==> src/sv/shadow_highlight_palette_lookup_macros.svh <==
// assertion macros for the shadow/highlight palette lookup
// no dependencies; included by the top level
`ifndef SHADOW_HIGHLIGHT_PALETTE_LOOKUP_MACROS_SVH
`define SHADOW_HIGHLIGHT_PALETTE_LOOKUP_MACROS_SVH

// condition implies consequence in the same cycle
`define SHPL_ASSERT_NOW(label, clk, rstn, ante, cons) \
  label: assert property (@(posedge clk) disable iff (!(rstn)) (ante) |-> (cons)) \
    else $error("assertion failed: label");

// condition implies consequence in the next cycle
`define SHPL_ASSERT_NEXT(label, clk, rstn, ante, cons) \
  label: assert property (@(posedge clk) disable iff (!(rstn)) (ante) |=> (cons)) \
    else $error("assertion failed: label");

`endif

==> src/sv/shpl_pkg.sv <==
// package for the shadow/highlight palette lookup: codes and color functions
// no dependencies; used by shpl_cram and shadow_highlight_palette_lookup
package shpl_pkg;

  // item commands
  typedef enum logic {
    CMD_WRITE  = 1'b0,
    CMD_LOOKUP = 1'b1
  } cmd_e;

  // shadow/highlight codes from pixel bits 7:6
  typedef enum logic [1:0] {
    MODE_NORMAL    = 2'd0,
    MODE_SHADOW    = 2'd1,
    MODE_HIGHLIGHT = 2'd2,
    MODE_SHADOW_B  = 2'd3
  } mode_e;

  // configuration register indexes
  localparam int unsigned CfgIdxW = 2;
  localparam logic [CfgIdxW-1:0] RegOutputFormat = 2'd0;
  localparam logic [CfgIdxW-1:0] RegShEnable     = 2'd1;

  localparam int unsigned BgrW = 12;
  localparam int unsigned RgbW = 16;

  function automatic logic [BgrW-1:0] bgr_shadow(input logic [BgrW-1:0] c);
    return (c >> 1) & 12'h777;
  endfunction

  function automatic logic [BgrW-1:0] bgr_highlight(input logic [BgrW-1:0] c);
    logic [BgrW:0] t;
    t = {1'b0, c & 12'heee} + 13'h444;
    // saturate a channel whose sum carried out of its nibble
    if (t[4]) t[3:1] = 3'b111;
    if (t[8]) t[7:5] = 3'b111;
    if (t[12]) t[11:9] = 3'b111;
    return t[BgrW-1:0] & 12'heee;
  endfunction

  function automatic logic [RgbW-1:0] to_rgb555(input logic [BgrW-1:0] c);
    return {c[3:0], 1'b0, c[7:4], 2'b00, c[11:8], 1'b0};
  endfunction

  function automatic logic [RgbW-1:0] rgb_shadow(input logic [RgbW-1:0] p);
    return (p >> 1) & 16'h738e;
  endfunction

  function automatic logic [RgbW-1:0] rgb_highlight(input logic [RgbW-1:0] p);
    logic [RgbW:0] t;
    t = {1'b0, p & 16'he71c} + 17'h04208;
    if (t[5]) t[4:2] = 3'b111;
    if (t[11]) t[10:8] = 3'b111;
    if (t[16]) t[15:13] = 3'b111;
    return t[RgbW-1:0] & 16'he71c;
  endfunction

  // final color word from a stored entry, the variant and the format
  function automatic logic [RgbW-1:0] shade(input logic [BgrW-1:0] base,
                                            input mode_e mode,
                                            input logic rgb);
    logic [RgbW-1:0] p;
    logic [RgbW-1:0] res;
    p = to_rgb555(base);
    if (!rgb) begin
      if (mode == MODE_HIGHLIGHT) res = {4'h0, bgr_highlight(base)};
      else if (mode != MODE_NORMAL) res = {4'h0, bgr_shadow(base)};
      else res = {4'h0, base};
    end else begin
      if (mode == MODE_HIGHLIGHT) res = rgb_highlight(p);
      else if (mode != MODE_NORMAL) res = rgb_shadow(p);
      else res = p;
    end
    return res;
  endfunction

endpackage

==> src/sv/shpl_cram.sv <==
// color RAM: synchronous memory with one write and one registered read port
// per-entry valid bits make unwritten entries read as zero; uses shpl_pkg
module shpl_cram #(
  parameter int unsigned Entries = 64,
  parameter int unsigned AddrW   = 6
) (
  input  logic                       clk_i,
  input  logic                       rst_ni,
  input  logic                       we_i,
  input  logic [AddrW-1:0]           waddr_i,
  input  logic [shpl_pkg::BgrW-1:0]  wdata_i,
  input  logic [AddrW-1:0]           raddr_i,
  output logic [shpl_pkg::BgrW-1:0]  rdata_o
);

  logic [shpl_pkg::BgrW-1:0] mem [Entries];
  logic [Entries-1:0]        vld_q;
  logic [shpl_pkg::BgrW-1:0] rdata_q;
  logic                      rvld_q;

  // memory array write and registered read
  always_ff @(posedge clk_i) begin
    if (we_i) begin
      mem[waddr_i] <= wdata_i;
    end
    rdata_q <= mem[raddr_i];
  end

  // valid bits and registered valid of the read entry
  always_ff @(posedge clk_i or negedge rst_ni) begin
    if (!rst_ni) begin
      vld_q  <= '0;
      rvld_q <= 1'b0;
    end else begin
      if (we_i) begin
        vld_q[waddr_i] <= 1'b1;
      end
      rvld_q <= vld_q[raddr_i];
    end
  end

  // an entry never written reads as zero
  assign rdata_o = rvld_q ? rdata_q : '0;

endmodule

==> src/sv/shadow_highlight_palette_lookup.sv <==
// top level of the shadow/highlight palette lookup
// depends on shpl_pkg, shpl_cram and shadow_highlight_palette_lookup_macros.svh
//
//   channel   ports                                        transfer when
//   --------  -------------------------------------------  ------------------------
//   item      start_i, busy_o, cmd_i, entry_index_i,       start_i && !busy_o
//             entry_color_i, pixel_i
//   config    cfg_valid_i, cfg_ready_o, cfg_index_i,       cfg_valid_i && cfg_ready_o
//             cfg_data_i
//   result    color_valid_o, color_o                       color_valid_o
//
// One item is taken every cycle; busy_o stays low.
// A lookup's color passes the color RAM read port and then the shading and
// output register before it shows on color_o.
// A write lands in the color RAM at its transfer edge and gives no result.
// After reset all entries read as zero and both registers are zero.
// The receiver cannot stall, so nothing holds the pipeline.
`include "shadow_highlight_palette_lookup_macros.svh"

module shadow_highlight_palette_lookup #(
  parameter int unsigned COLOR_ENTRIES = 64
) (
  input  logic                               clk_i,
  input  logic                               rst_ni,
  input  logic                               start_i,
  output logic                               busy_o,
  input  logic                               cmd_i,
  input  logic [$clog2(COLOR_ENTRIES)-1:0]   entry_index_i,
  input  logic [shpl_pkg::BgrW-1:0]          entry_color_i,
  input  logic [7:0]                         pixel_i,
  input  logic                               cfg_valid_i,
  output logic                               cfg_ready_o,
  input  logic [shpl_pkg::CfgIdxW-1:0]       cfg_index_i,
  input  logic                               cfg_data_i,
  output logic                               color_valid_o,
  output logic [shpl_pkg::RgbW-1:0]          color_o
);

  localparam int unsigned AddrW = $clog2(COLOR_ENTRIES);

  logic                      item_xfer;
  logic                      wr_en;
  logic                      lk_en;
  logic                      fmt_q;
  logic                      she_q;
  logic                      lk_q;
  shpl_pkg::mode_e           mode_d;
  shpl_pkg::mode_e           mode_q;
  logic                      rgb_q;
  logic [shpl_pkg::BgrW-1:0] base;
  logic                      out_vld_q;
  logic [shpl_pkg::RgbW-1:0] color_d;
  logic [shpl_pkg::RgbW-1:0] color_q;

  assign busy_o      = 1'b0;
  assign cfg_ready_o = 1'b1;

  assign item_xfer = start_i && !busy_o;
  assign wr_en     = item_xfer && (cmd_i == shpl_pkg::CMD_WRITE);
  assign lk_en     = item_xfer && (cmd_i == shpl_pkg::CMD_LOOKUP);

  // configuration registers
  always_ff @(posedge clk_i or negedge rst_ni) begin
    if (!rst_ni) begin
      fmt_q <= 1'b0;
      she_q <= 1'b0;
    end else if (cfg_valid_i && cfg_ready_o) begin
      case (cfg_index_i)
        shpl_pkg::RegOutputFormat: fmt_q <= cfg_data_i;
        shpl_pkg::RegShEnable:     she_q <= cfg_data_i;
        default: ;
      endcase
    end
  end

  // color RAM
  shpl_cram #(
    .Entries (COLOR_ENTRIES),
    .AddrW   (AddrW)
  ) u_cram (
    .clk_i   (clk_i),
    .rst_ni  (rst_ni),
    .we_i    (wr_en),
    .waddr_i (entry_index_i),
    .wdata_i (entry_color_i),
    .raddr_i (pixel_i[AddrW-1:0]),
    .rdata_o (base)
  );

  // variant code for the lookup stage
  assign mode_d = she_q ? shpl_pkg::mode_e'(pixel_i[7:6]) : shpl_pkg::MODE_NORMAL;

  // read stage: lookup marker and its side data
  always_ff @(posedge clk_i or negedge rst_ni) begin
    if (!rst_ni) begin
      lk_q <= 1'b0;
    end else begin
      lk_q <= lk_en;
    end
  end

  always_ff @(posedge clk_i) begin
    mode_q <= mode_d;
    rgb_q  <= fmt_q;
  end

  // shading and output register
  assign color_d = shpl_pkg::shade(base, mode_q, rgb_q);

  always_ff @(posedge clk_i or negedge rst_ni) begin
    if (!rst_ni) begin
      out_vld_q <= 1'b0;
    end else begin
      out_vld_q <= lk_q;
    end
  end

  always_ff @(posedge clk_i) begin
    color_q <= color_d;
  end

  assign color_valid_o = out_vld_q;
  assign color_o       = color_q;

  // a lookup transfer reaches the read stage next cycle
  `SHPL_ASSERT_NEXT(a_lookup_to_read, clk_i, rst_ni, lk_en, lk_q)
  // a write transfer alone never sets the read stage lookup marker
  `SHPL_ASSERT_NEXT(a_write_no_read, clk_i, rst_ni, item_xfer && !lk_en, !lk_q)
  // every result strobe comes from the read stage in the previous cycle
  `SHPL_ASSERT_NOW(a_result_source, clk_i, rst_ni, color_valid_o, $past(lk_q))

endmodule
==> config.mk <==
export PLATFORM = sky130hd
export DESIGN_NAME = shadow_highlight_palette_lookup
export DESIGN_NICKNAME = d
export VERILOG_FILES = /design/src/sv/shpl_pkg.sv /design/src/sv/shpl_cram.sv /design/src/sv/shadow_highlight_palette_lookup.sv
export VERILOG_INCLUDE_DIRS = /design/src /design/src/sv
export SDC_FILE = /design/constraint.sdc
export NUM_CORES = 1
export LEC_CHECK = 0
export BUFFER_PORTS_ARGS = -buffer_cell sky130_fd_sc_hd__buf_2
export CAP_MARGIN = 20
export CORE_UTILIZATION = 30
export CTS_CLUSTER_DIAMETER = 40
export CTS_CLUSTER_SIZE = 28
export DETAILED_ROUTE_END_ITERATION = 10
export SYNTH_ARGS = -nofsm -noshare
export SYNTH_HDL_FRONTEND = slang
export SYNTH_SLANG_ARGS = --single-unit
==> constraint.sdc <==
create_clock -name clk_i -period 4.5 [get_ports clk_i]
set_input_delay 0.9 -clock clk_i [delete_from_list [all_inputs] [get_ports clk_i]]
set_output_delay 0.9 -clock clk_i [all_outputs]
set_load 0.05 [all_outputs]
==> out/results.tsv, run 1 <==
stage	metric	value	unit
clock_network	clock_network_latency_to_the_later_pin_of_the_worst_skew_pair	0.66	ns
sta	grt_setup_unrepaired	no	
clock_network	cts_hold_repair.buffers	0	
routing	ant_nets	0	
floorplan	initial_utilization	30.4	%
sta	setup_viol	0	
sta	drv_slew	0	
critical_path	crit_required	5.01	ns
logic_synthesis	synth.mux.area_fraction	16.2	%
global_routing	groute.usage.overall	14.5	%
finish	final_core_util	36.0	%
logic_synthesis	post_syn_area_per_cell	20.8	sq um
global_routing	grt_pass1_vias	16800	
critical_path	critical_path.n_buffers_inverters	2	
routing	post_drt_via_cell_ratio	4.93	
finish	sequential_standard_cell_area	25400	sq um
place	gp_congestion	0.865	
finish	nets	1813	
floorplan	die_w	335	um
place	dpl-instance-area	35900	sq um
floorplan	die_h	335	um
clock_network	postCtsResizedCells	0	
run_status	status	finished, final reports clean	
global_routing	grt_start_max_net_pins	65	
logic_synthesis	synth_warnings	0	
critical_path	cpLargestDelayFamily	buffers and inverters	
critical_path	worstPathArrival	3.33	ns
global_routing	grt_overflow	0	
logic_synthesis	yosys_register_bits	868	
critical_path	path_class	input pin to flop	
routing	remaining_drc_errors	0	
sta	maxClockFrequency	0.355	GHz
logic_synthesis	synth_top_cell_by_area	edfxtp_1	
pwr	fin_total_pwr	18.4	mW
routing	first_iter_violations	1446	
clock_network	cts_root_buffer	clkbuf_16	
finish	n_fill_cell	9986	
finish	stdcell_count	3343	
logic_synthesis	syn-cell-area	33300	sq um
sta	post-route-min-period	2.82	ns
run	maxCapViolations	0	
routing	dr.pass1.iters	5	
logic_synthesis	synth-seq-area-share	76.3	%
sta	hold_viol	0	
pwr	cellPowerDensity	467	nW/um^2
place	place_ws	1.04	ns
global_routing	grt_first_pass_wirelength	119	mm
sta	timing.setup.tns	0	ns
critical_path	critical_path.cell_chain	buf_2 > buf_4 > mux4_2 > mux2i_1 > a21oi_1 > o21ai_1 > o31ai_1	
finish	final_layout_size_suffix_gt1_share	29.3	%
logic_synthesis	synth_compound_area_share	2.30	%
critical_path	worst_path_largest_cell_delay	0.49	ns
sta	finClkSkew	0.0322	ns
logic_synthesis	synth_top_family_by_area	multiplexers	
logic_synthesis	synth_cells	1602	
pwr	p_leak	13.1	nW
finish	area_delta_synth_final	18.4	%
floorplan	die_area	112000	sq um
logic_synthesis	synth.top_cell.area_share	69.2	%
finish	final_area	39400	sq um
critical_path	critical_path.slowest_cell	buf_2	
global_routing	number_of_antenna_violations_at_the_first_check_in_global_routing	10	
clock_network	cts.path.max_buffers	3	
critical_path	worst_setup_path_end_kind	flop	
floorplan	core	109000	sq um
clock_network	cts_tree	yes	
floorplan	ioPinCount	53	
logic_synthesis	synth_xor_xnor_area_share	0	%
place	io_buffers	50	
routing	detail_route.wirelength	81.4	mm
finish	multiInputGateArea	7410	sq um
logic_synthesis	synth-adder-area-share	0	%
clock_network	cts.htree.levels	3	
critical_path	crit_path_max_fanout	20	
logic_synthesis	synth_simple_gate_area_share	3.70	%
place	place_inst	3149	
sta	worst_slew_pin_slew	1.08	ns
sta	setup_ws	1.68	ns
critical_path	start_kind	input pin	
clock_network	clk_pin_slew	0.07	ns
hold_path	holdCritPathClass	input pin to asynchronous set/reset pin	
pwr	vdd_ir_max	0.304	mV
place	hpwl	50.9	mm
routing	vias	16500	
logic_synthesis	yosys.cell_types.count	45	
floorplan	count_of_standard_cell_rows	121	
logic_synthesis	synth.net_count	1636	
clock_network	cts_num_sinks	868	
clock_network	postCtsSetupRepairBufs	0	
logic_synthesis	synth_top_cells_by_area	edfxtp_1 69%, mux4_2 14%, dfrtp_1 5.2%, dfxtp_1 1.9%, mux2i_1 1.6%	
sta	min_period_over_period	62.6	%
sta	final_worst_hold_slack	0.308	ns
sta	max_slew_margin	27.9	%
clock_network	numCtsBuffers	102	
routing	routedWlPerCell	24.4	um
-- registers in the layout, indices dropped and copies added, names as in the netlist --
register,count
u_cram.mem,768
u_cram.vld_q,64
color_o,16
u_cram.rdata_q,12
mode_q,2
color_valid_o,1
fmt_q,1
lk_q,1
rgb_q,1
she_q,1
u_cram.rvld_q,1
-- worst paths after layout --
check	start	endpoint	slack (ns)	cells after the start
setup reg to reg	u_cram.mem[31][5]$_DFFE_PP_	u_cram.rdata_q[5]$_DFF_P_	2.42	5
hold / removal	rst_ni	u_cram.vld_q[34]$_DFFE_PN0P_	0.31	1
max in group asynchronous	rst_ni	u_cram.vld_q[16]$_DFFE_PN0P_	3.25	2
min in group clk_i	fmt_q$_DFFE_PN0P_	rgb_q$_DFF_P_	0.37	0
hold reg to reg	fmt_q$_DFFE_PN0P_	rgb_q$_DFF_P_	0.37	0
setup / recovery	pixel_i[4]	u_cram.rdata_q[5]$_DFF_P_	1.68	7
-- synth_stat cells, drive strengths merged --
cell type  instances
and2               4
or3b               1
dfrtp             69
and3               3
conb               2
and3b              2
nand2b             5
o31ai              9
or4                1
a21o               2
o211ai             3
mux4             212
o221ai            10
buf               54
nand3b             8
or3                3
nand2             33
clkbuf            32
or2               65
o2111ai            1
o31a               2
o21ai             30
mux2i             54
inv                4
nor3b              3
nor2              95
a22o               4
o22ai             14
nor2b              4
dfxtp             31
a211oi            10
nor3               9
nand3             13
a2111oi            3
edfxtp           768
mux2               8
a22oi              6
a31oi              3
a21oi             22
-- power breakdown --
| group | leakage, nW | switching, mW | internal [mW] | total (mW) |
|---|---|---|---|---|
| clock network | 1.68 | 3.45 | 4.94 | 8.40 |
| logic | 3.32 | 0.634 | 0.386 | 1.02 |
| registers | 8.07 | 0.0929 | 8.91 | 9.00 |
-- placed cells by master (no fill, tap or decap), drive strengths merged, types with 22 or more instances in the layout --
cell    synthesis  routed
edfxtp        768     768
mux4          212     212
buf            54     159
clkbuf         32     118
nor2           95      95
dfrtp          69      69
or2            65      65
mux2i          54      54
nand2          33      33
dfxtp          31      31
o21ai          30      30
clkinv          0      28
inv             4      26
a21oi          22      22
-- cell families after synthesis --
family	Yosys count
other	2
muxes	274
buffers and inverters	90
AOI/OAI and AO/OA	119
and+or+nand+nor	249
DFF	868
-- final cells by class --
| cell class | count | share of cell area (%) |
|---|---|---|
| tap | 1476 | 4.68 |
| multi-input combinational | 644 | 18.8 |
| inverter | 4 | 0.0381 |
| clock inverter | 70 | 2.17 |
| sequential | 868 | 64.4 |
| timing repair buffer | 159 | 3.12 |
| clock buffer | 118 | 6.75 |
| antenna | 4 | 0.0254 |
-- per-layer routing --
layer | global-route usage [%] | vias up | share of wire [%]
met4 | 3.97 | 10 | 2.1
met3 | 3.32 | 129 | 7.5
met2 | 22.6 | 648 | 47
met1 | 20.3 | 8770 | 44
met5 | 0 | - | 0.088
li1 | - | 6929 | -
(Power assumes the default switching activity.)
==> run 2: changes to the inputs <==
==> constraint.sdc (replaced) <==
create_clock -name clk_i -period 2.4 [get_ports clk_i]
set_input_delay 0.48 -clock clk_i [delete_from_list [all_inputs] [get_ports clk_i]]
set_output_delay 0.48 -clock clk_i [all_outputs]
set_load 0.05 [all_outputs]
==> run 2 against run 1 <==
Compared with the run above:
- non-clock buffer count increased by 109
- sequential power increased by 88%
- total power increased by 93%
- register-to-register slack got worse by 2.2 ns
- first-iteration DRC count increased by 23%
- worst hold slack got worse by 0.28 ns
- clock-buffer cell count decreased by 10
==> out/results.tsv, run 2 (same netlist as run 1, synthesis figures left out) <==
stage	metric	value	unit
critical_path	worst_setup_path_end_kind	flop	
hold_path	timing.hold.worst_path_depth	2	
global_routing	grt_first_pass_wirelength	123	mm
finish	area_delta_synth_final	22.5	%
clock_network	clk_pin_slew	0.06	ns
routing	remaining_drc_errors	0	
sta	grt_setup_unrepaired	no	
critical_path	worst_r2r_path_depth	4	
floorplan	count_of_standard_cell_rows	121	
sta	worst_slew_pin_slew	0.750	ns
critical_path	start_kind	input pin	
critical_path	timing.rr.end	u_cram.rdata_q[3]$_DFF_P_	
sta	hold_viol	0	
sta	timing.setup.tns	0	ns
critical_path	crit_required	2.92	ns
critical_path	crit_path_max_fanout	15	
global_routing	grt_pass1_vias	17500	
floorplan	die_h	335	um
pwr	fin_total_pwr	35.5	mW
clock_network	cts_root_buffer	clkbuf_16	
place	dpl-instance-area	37100	sq um
sta	drv_slew	0	
sta	max_slew_margin	50.0	%
global_routing	grt_start_max_net_pins	65	
sta	setup_ws	0.182	ns
finish	largest_register_ff_count	768	
place	gp_congestion	0.840	
critical_path	critical_path.cell_chain	buf_8 > buf_12 > buf_4 > mux4_2 > mux4_2 > nor2_1 > o31ai_1	
floorplan	core	109000	sq um
pwr	switchingPower	8.29	mW
place	hpwl	52.6	mm
routing	vias	17100	
pwr	part_of_the_total_power_dissipated_in_combinational_logic	6.0	%
finish	max_flop_register	u_cram.mem	
place	place_ws	-0.492	ns
routing	first_iter_violations	1783	
floorplan	initial_utilization	30.4	%
finish	layout_common_cells	768 x edfxtp_1, 212 x mux4_2, 179 x buf_4	
floorplan	ioPinCount	53	
routing	post_drt_via_cell_ratio	4.95	
critical_path	timing.critical_path.depth	7	
pwr	clock_power_share	46.5	%
hold_path	holdCritPathClass	input pin to flop	
routing	ant_nets	0	
clock_network	cts_num_sinks	868	
finish	final_area	40800	sq um
sta	finClkSkew	0.0330	ns
hold_path	worstHoldStart	pixel_i[6]	
pwr	p_int	27.2	mW
global_routing	number_of_antenna_violations_at_the_first_check_in_global_routing	7	
critical_path	path_class	input pin to flop	
routing	detail_route.wirelength	84.2	mm
pwr	vdd_ir_max	0.524	mV
critical_path	worst_path_largest_cell_delay	0.58	ns
floorplan	die_w	335	um
finish	final_layout_size_suffix_gt1_share	33.9	%
pwr	pwr-share-seq	47.5	%
clock_network	clock_network_latency_to_the_later_pin_of_the_worst_skew_pair	0.69	ns
place	io_buffers	50	
critical_path	timing.reg2reg.setup_slack	0.19	ns
routing	routedWlPerCell	24.4	um
run	maxCapViolations	0	
floorplan	die_area	112000	sq um
critical_path	cpLargestDelayFamily	multiplexers	
finish	stdcell_count	3454	
global_routing	grt_overflow	0	
routing	dr.pass1.iters	5	
clock_network	numCtsBuffers	102	
clock_network	cts.path.max_buffers	3	
place	place_inst	3259	
pwr	p_leak	13.8	nW
clock_network	cts.htree.levels	3	
critical_path	critical_path.n_buffers_inverters	3	
pwr	cellPowerDensity	870	nW/um^2
clock_network	postCtsResizedCells	0	
sta	setup_viol	0	
hold_path	min_to	mode_q[0]$_SDFF_PN0_	
clock_network	postCtsSetupRepairBufs	0	
critical_path	worstPathArrival	2.74	ns
critical_path	regToRegStartpoint	u_cram.mem[35][3]$_DFFE_PP_	
critical_path	critPathMostFrequentCell	mux4_2	
run_status	status	finished, final reports clean	
clock_network	cts_hold_repair.buffers	1	
sta	min_period_over_period	92.4	%
finish	nets	1922	
pwr	switching_share	23.4	%
sta	maxClockFrequency	0.451	GHz
finish	layout_commonest_cell	edfxtp_1	
global_routing	groute.usage.overall	15.0	%
sta	post-route-min-period	2.22	ns
clock_network	cts_tree	yes	
critical_path	critical_path.slowest_cell	mux4_2	
run 2: cell types whose count changed in the layout (fill, tap and decap cells not counted), moves of 2 or more:
| cell | delta |
|---|---|
| clkinv_1 | -4 |
| inv_8 | +2 |
| diode_2 | -2 |
| buf_4 | +79 |
| clkinv_8 | +2 |
| clkbuf_1 | -9 |
| clkinv_2 | +3 |
| bufinv_16 | +2 |
| inv_6 | +12 |
| clkinv_4 | -3 |
| clkinvlp_4 | -2 |
| inv_16 | +2 |
| clkbuf_8 | -2 |
| buf_12 | +29 |
run 2: per-stage QoR:
step	hold slack (ns)	utilization [%]
detailed placement	0.360	33.9
finish	0.0315	37.3
global placement	0.363	33.9
CTS	0.00245	37.3
floorplan	0.184	-
global route	0.0173	37.3
run 2: worst max path at each step:
stage,startpoint,end,slack [ns]
floorplan,pixel_i[0],u_cram.rvld_q$_DFF_PN0_,0.24
global placement,pixel_i[0],u_cram.rdata_q[3]$_DFF_P_,-0.47
detailed placement,pixel_i[0],u_cram.rdata_q[3]$_DFF_P_,-0.49
CTS,u_cram.mem[35][3]$_DFFE_PP_,u_cram.rdata_q[3]$_DFF_P_,0.19
global route,u_cram.mem[35][3]$_DFFE_PP_,u_cram.rdata_q[3]$_DFF_P_,0.18
finish,pixel_i[0],u_cram.rdata_q[3]$_DFF_P_,0.18
run 2: area by class of cell:
type	count	area [sq um]
Antenna cell	2	5.00
Clock buffer	108	2630
Clock inverter	84	1070
Fill cell	9824	68700
Inverter	4	15.0
Multi-Input combinational cell	644	7410
Sequential cell	868	25400
Tap cell	1476	1850
Timing Repair Buffer	268	2410
run 2: metal layers:
layer | vias up | global-route usage [%] | share of wire [%]
li1 | 7177 | - | -
met1 | 9148 | 21.3 | 43
met2 | 646 | 23.3 | 47
met3 | 118 | 3.29 | 7.6
met4 | 4 | 3.88 | 2.2
met5 | - | 0 | 0.037
run 2: power by group through the flow:
stage | clock network, mW | logic [mW] | registers [mW]
5_1_grt | 17.4 | 2.24 | 16.9
4_1_cts | 16.8 | 2.13 | 16.9
6_report | 16.5 | 2.11 | 16.9
2_1_floorplan | 0 | 1.06 | 17.2
3_3_place_gp | 0 | 2.09 | 17.2
3_5_place_dp | 0 | 2.12 | 17.2
==> run 3: changes to the inputs <==
--- a/config.mk
+++ b/config.mk
@@ -8,6 +8,7 @@
 export LEC_CHECK = 0
 export BUFFER_PORTS_ARGS = -buffer_cell sky130_fd_sc_hd__buf_2
 export CAP_MARGIN = 20
+export CORE_ASPECT_RATIO = 0.5
 export CORE_UTILIZATION = 30
 export CTS_CLUSTER_DIAMETER = 40
 export CTS_CLUSTER_SIZE = 28
==> run 3 against run 2 <==
Compared with the run above:
- clock-buffer cell count is 3 higher
- global-route usage barely moved
- non-clock buffer count up 5
- largest cell class unchanged
- critical endpoint is now u_cram.rdata_q[0]$_DFF_P_
- clock skew increased by 0.013 ns
- sequential cell count is the same
- routed wire length down 0.90%
- die area hardly changed
- clock power shrank 7%
- first-iteration DRC count down 0.90%
- worst hold slack gained 0.038 ns
- sequential power about the same
==> out/results.tsv, run 3 (same netlist as run 1, synthesis figures left out) <==
stage	metric	value	unit
clock_network	cts_root_buffer	clkbuf_16	
hold_path	holdCritPathClass	input pin to flop	
place	io_buffers	50	
clock_network	clock_network_latency_to_the_later_pin_of_the_worst_skew_pair	0.67	ns
global_routing	grt_overflow	0	
sta	maxClockFrequency	0.480	GHz
routing	first_iter_violations	1767	
critical_path	path_class	input pin to flop	
clock_network	numCtsBuffers	97	
pwr	cellPowerDensity	848	nW/um^2
hold_path	timing.hold.worst_path_depth	2	
sta	worst_slew_pin_slew	0.822	ns
floorplan	die_h	238	um
finish	nets	1922	
floorplan	core	109000	sq um
critical_path	crit_required	2.93	ns
pwr	vdd_ir_max	0.718	mV
critical_path	crit_path_max_fanout	21	
sta	finClkSkew	0.0464	ns
global_routing	number_of_antenna_violations_at_the_first_check_in_global_routing	2	
clock_network	cts.htree.levels	3	
pwr	fin_total_pwr	34.4	mW
place	gp_congestion	0.859	
routing	post_drt_via_cell_ratio	4.95	
sta	drv_slew	0	
floorplan	initial_utilization	30.6	%
critical_path	start_kind	input pin	
finish	layout_commonest_cell	edfxtp_1	
finish	largest_register_ff_count	768	
sta	post-route-min-period	2.08	ns
critical_path	worst_setup_path_end_kind	flop	
clock_network	cts_tree	yes	
floorplan	die_w	473	um
sta	hold_viol	0	
floorplan	ioPinCount	53	
global_routing	grt_start_max_net_pins	65	
clock_network	cts_num_sinks	868	
finish	area_delta_synth_final	21.8	%
routing	vias	17100	
pwr	p_leak	13.7	nW
finish	layout_common_cells	768 x edfxtp_1, 212 x mux4_2, 186 x buf_4	
place	hpwl	53.8	mm
critical_path	regToRegStartpoint	u_cram.vld_q[12]$_DFFE_PN0P_	
routing	routedWlPerCell	24.2	um
clock_network	clk_pin_slew	0.07	ns
run	maxCapViolations	0	
sta	grt_setup_unrepaired	no	
critical_path	worstPathArrival	2.61	ns
global_routing	grt_first_pass_wirelength	123	mm
global_routing	groute.usage.overall	15.0	%
run_status	status	finished, final reports clean	
routing	ant_nets	0	
critical_path	timing.reg2reg.setup_slack	0.45	ns
critical_path	worst_r2r_path_depth	6	
routing	remaining_drc_errors	0	
sta	setup_viol	0	
global_routing	grt_pass1_vias	17400	
floorplan	die_area	112000	sq um
finish	max_flop_register	u_cram.mem	
sta	min_period_over_period	86.8	%
critical_path	timing.rr.end	u_cram.rvld_q$_DFF_PN0_	
routing	detail_route.wirelength	83.5	mm
floorplan	count_of_standard_cell_rows	85	
clock_network	cts.path.max_buffers	3	
finish	final_layout_size_suffix_gt1_share	33.6	%
sta	setup_ws	0.316	ns
hold_path	worstHoldStart	cfg_data_i	
place	place_ws	-0.355	ns
hold_path	min_to	she_q$_DFFE_PN0P_	
sta	max_slew_margin	44.8	%
routing	dr.pass1.iters	5	
[run 3: through the flow]
step           hold slack (ns)  instances  TNS [ns]  cell area (sq um)  utilization, %
3_5_place_dp             0.417       3267     -2.00              37100            34.1
4_1_cts                 0.0245       3450         0              40600            37.3
6_report                0.0691       3452         0              40600            37.3
3_3_place_gp             0.418       3267     -1.97              37100            34.1
2_1_floorplan            0.184       1602         0              33300               -
5_1_grt                 0.0407       3450         0              40600            37.3
[run 3: cell type report]
class	instances	area (sq um)
Fill cell	9856	68200
Multi-Input combinational cell	644	7410
Timing Repair Buffer	273	2430
Antenna cell	2	5.00
Clock inverter	71	856
Tap cell	1479	1850
Sequential cell	868	25400
Clock buffer	111	2590
Inverter	4	15.0
[run 3: critical path, cell delays in order]
cell and delay [ns]:
buf_8 0.28, buf_4 0.28, mux4_2 0.53, mux2i_1 0.39, a21oi_1 0.27, o21ai_1 0.22, o31ai_1 0.10
[run 3: per-layer routing]
layer | vias to the layer above | global-route usage, % | share of wire [%]
met4 | 0 | 4.58 | 2.4
met2 | 601 | 23.0 | 46
met5 | - | 0 | 0
li1 | 7166 | - | -
met3 | 125 | 2.72 | 6.5
met1 | 9185 | 21.7 | 45
[run 3: worst max-delay path by stage]
stage | end | cells past startpoint | startpoint
after floorplan | u_cram.rvld_q$_DFF_PN0_ | 6 | pixel_i[0]
after global placement | u_cram.rdata_q[0]$_DFF_P_ | 7 | pixel_i[0]
after detailed placement | u_cram.rdata_q[0]$_DFF_P_ | 7 | pixel_i[0]
after CTS | u_cram.rdata_q[0]$_DFF_P_ | 7 | pixel_i[0]
after global routing | u_cram.rdata_q[0]$_DFF_P_ | 7 | pixel_i[3]
final | u_cram.rdata_q[0]$_DFF_P_ | 7 | pixel_i[0]
[run 3: report_power, final]
part           total [mW]  switching (mW)  leakage (nW)  internal [mW]
Combinational        2.12            1.23          3.98          0.888
Sequential           16.9           0.206          8.07           16.7
Clock                15.4            6.79          1.66           8.61
[run 3: what timing repair did]
action | 4_1_cts | 5_1_grt
gates resized for setup | 0 | 0
hold buffers | 1 | 0
endpoints found under the hold margin | 29 | 0
setup buffers | 0 | 0
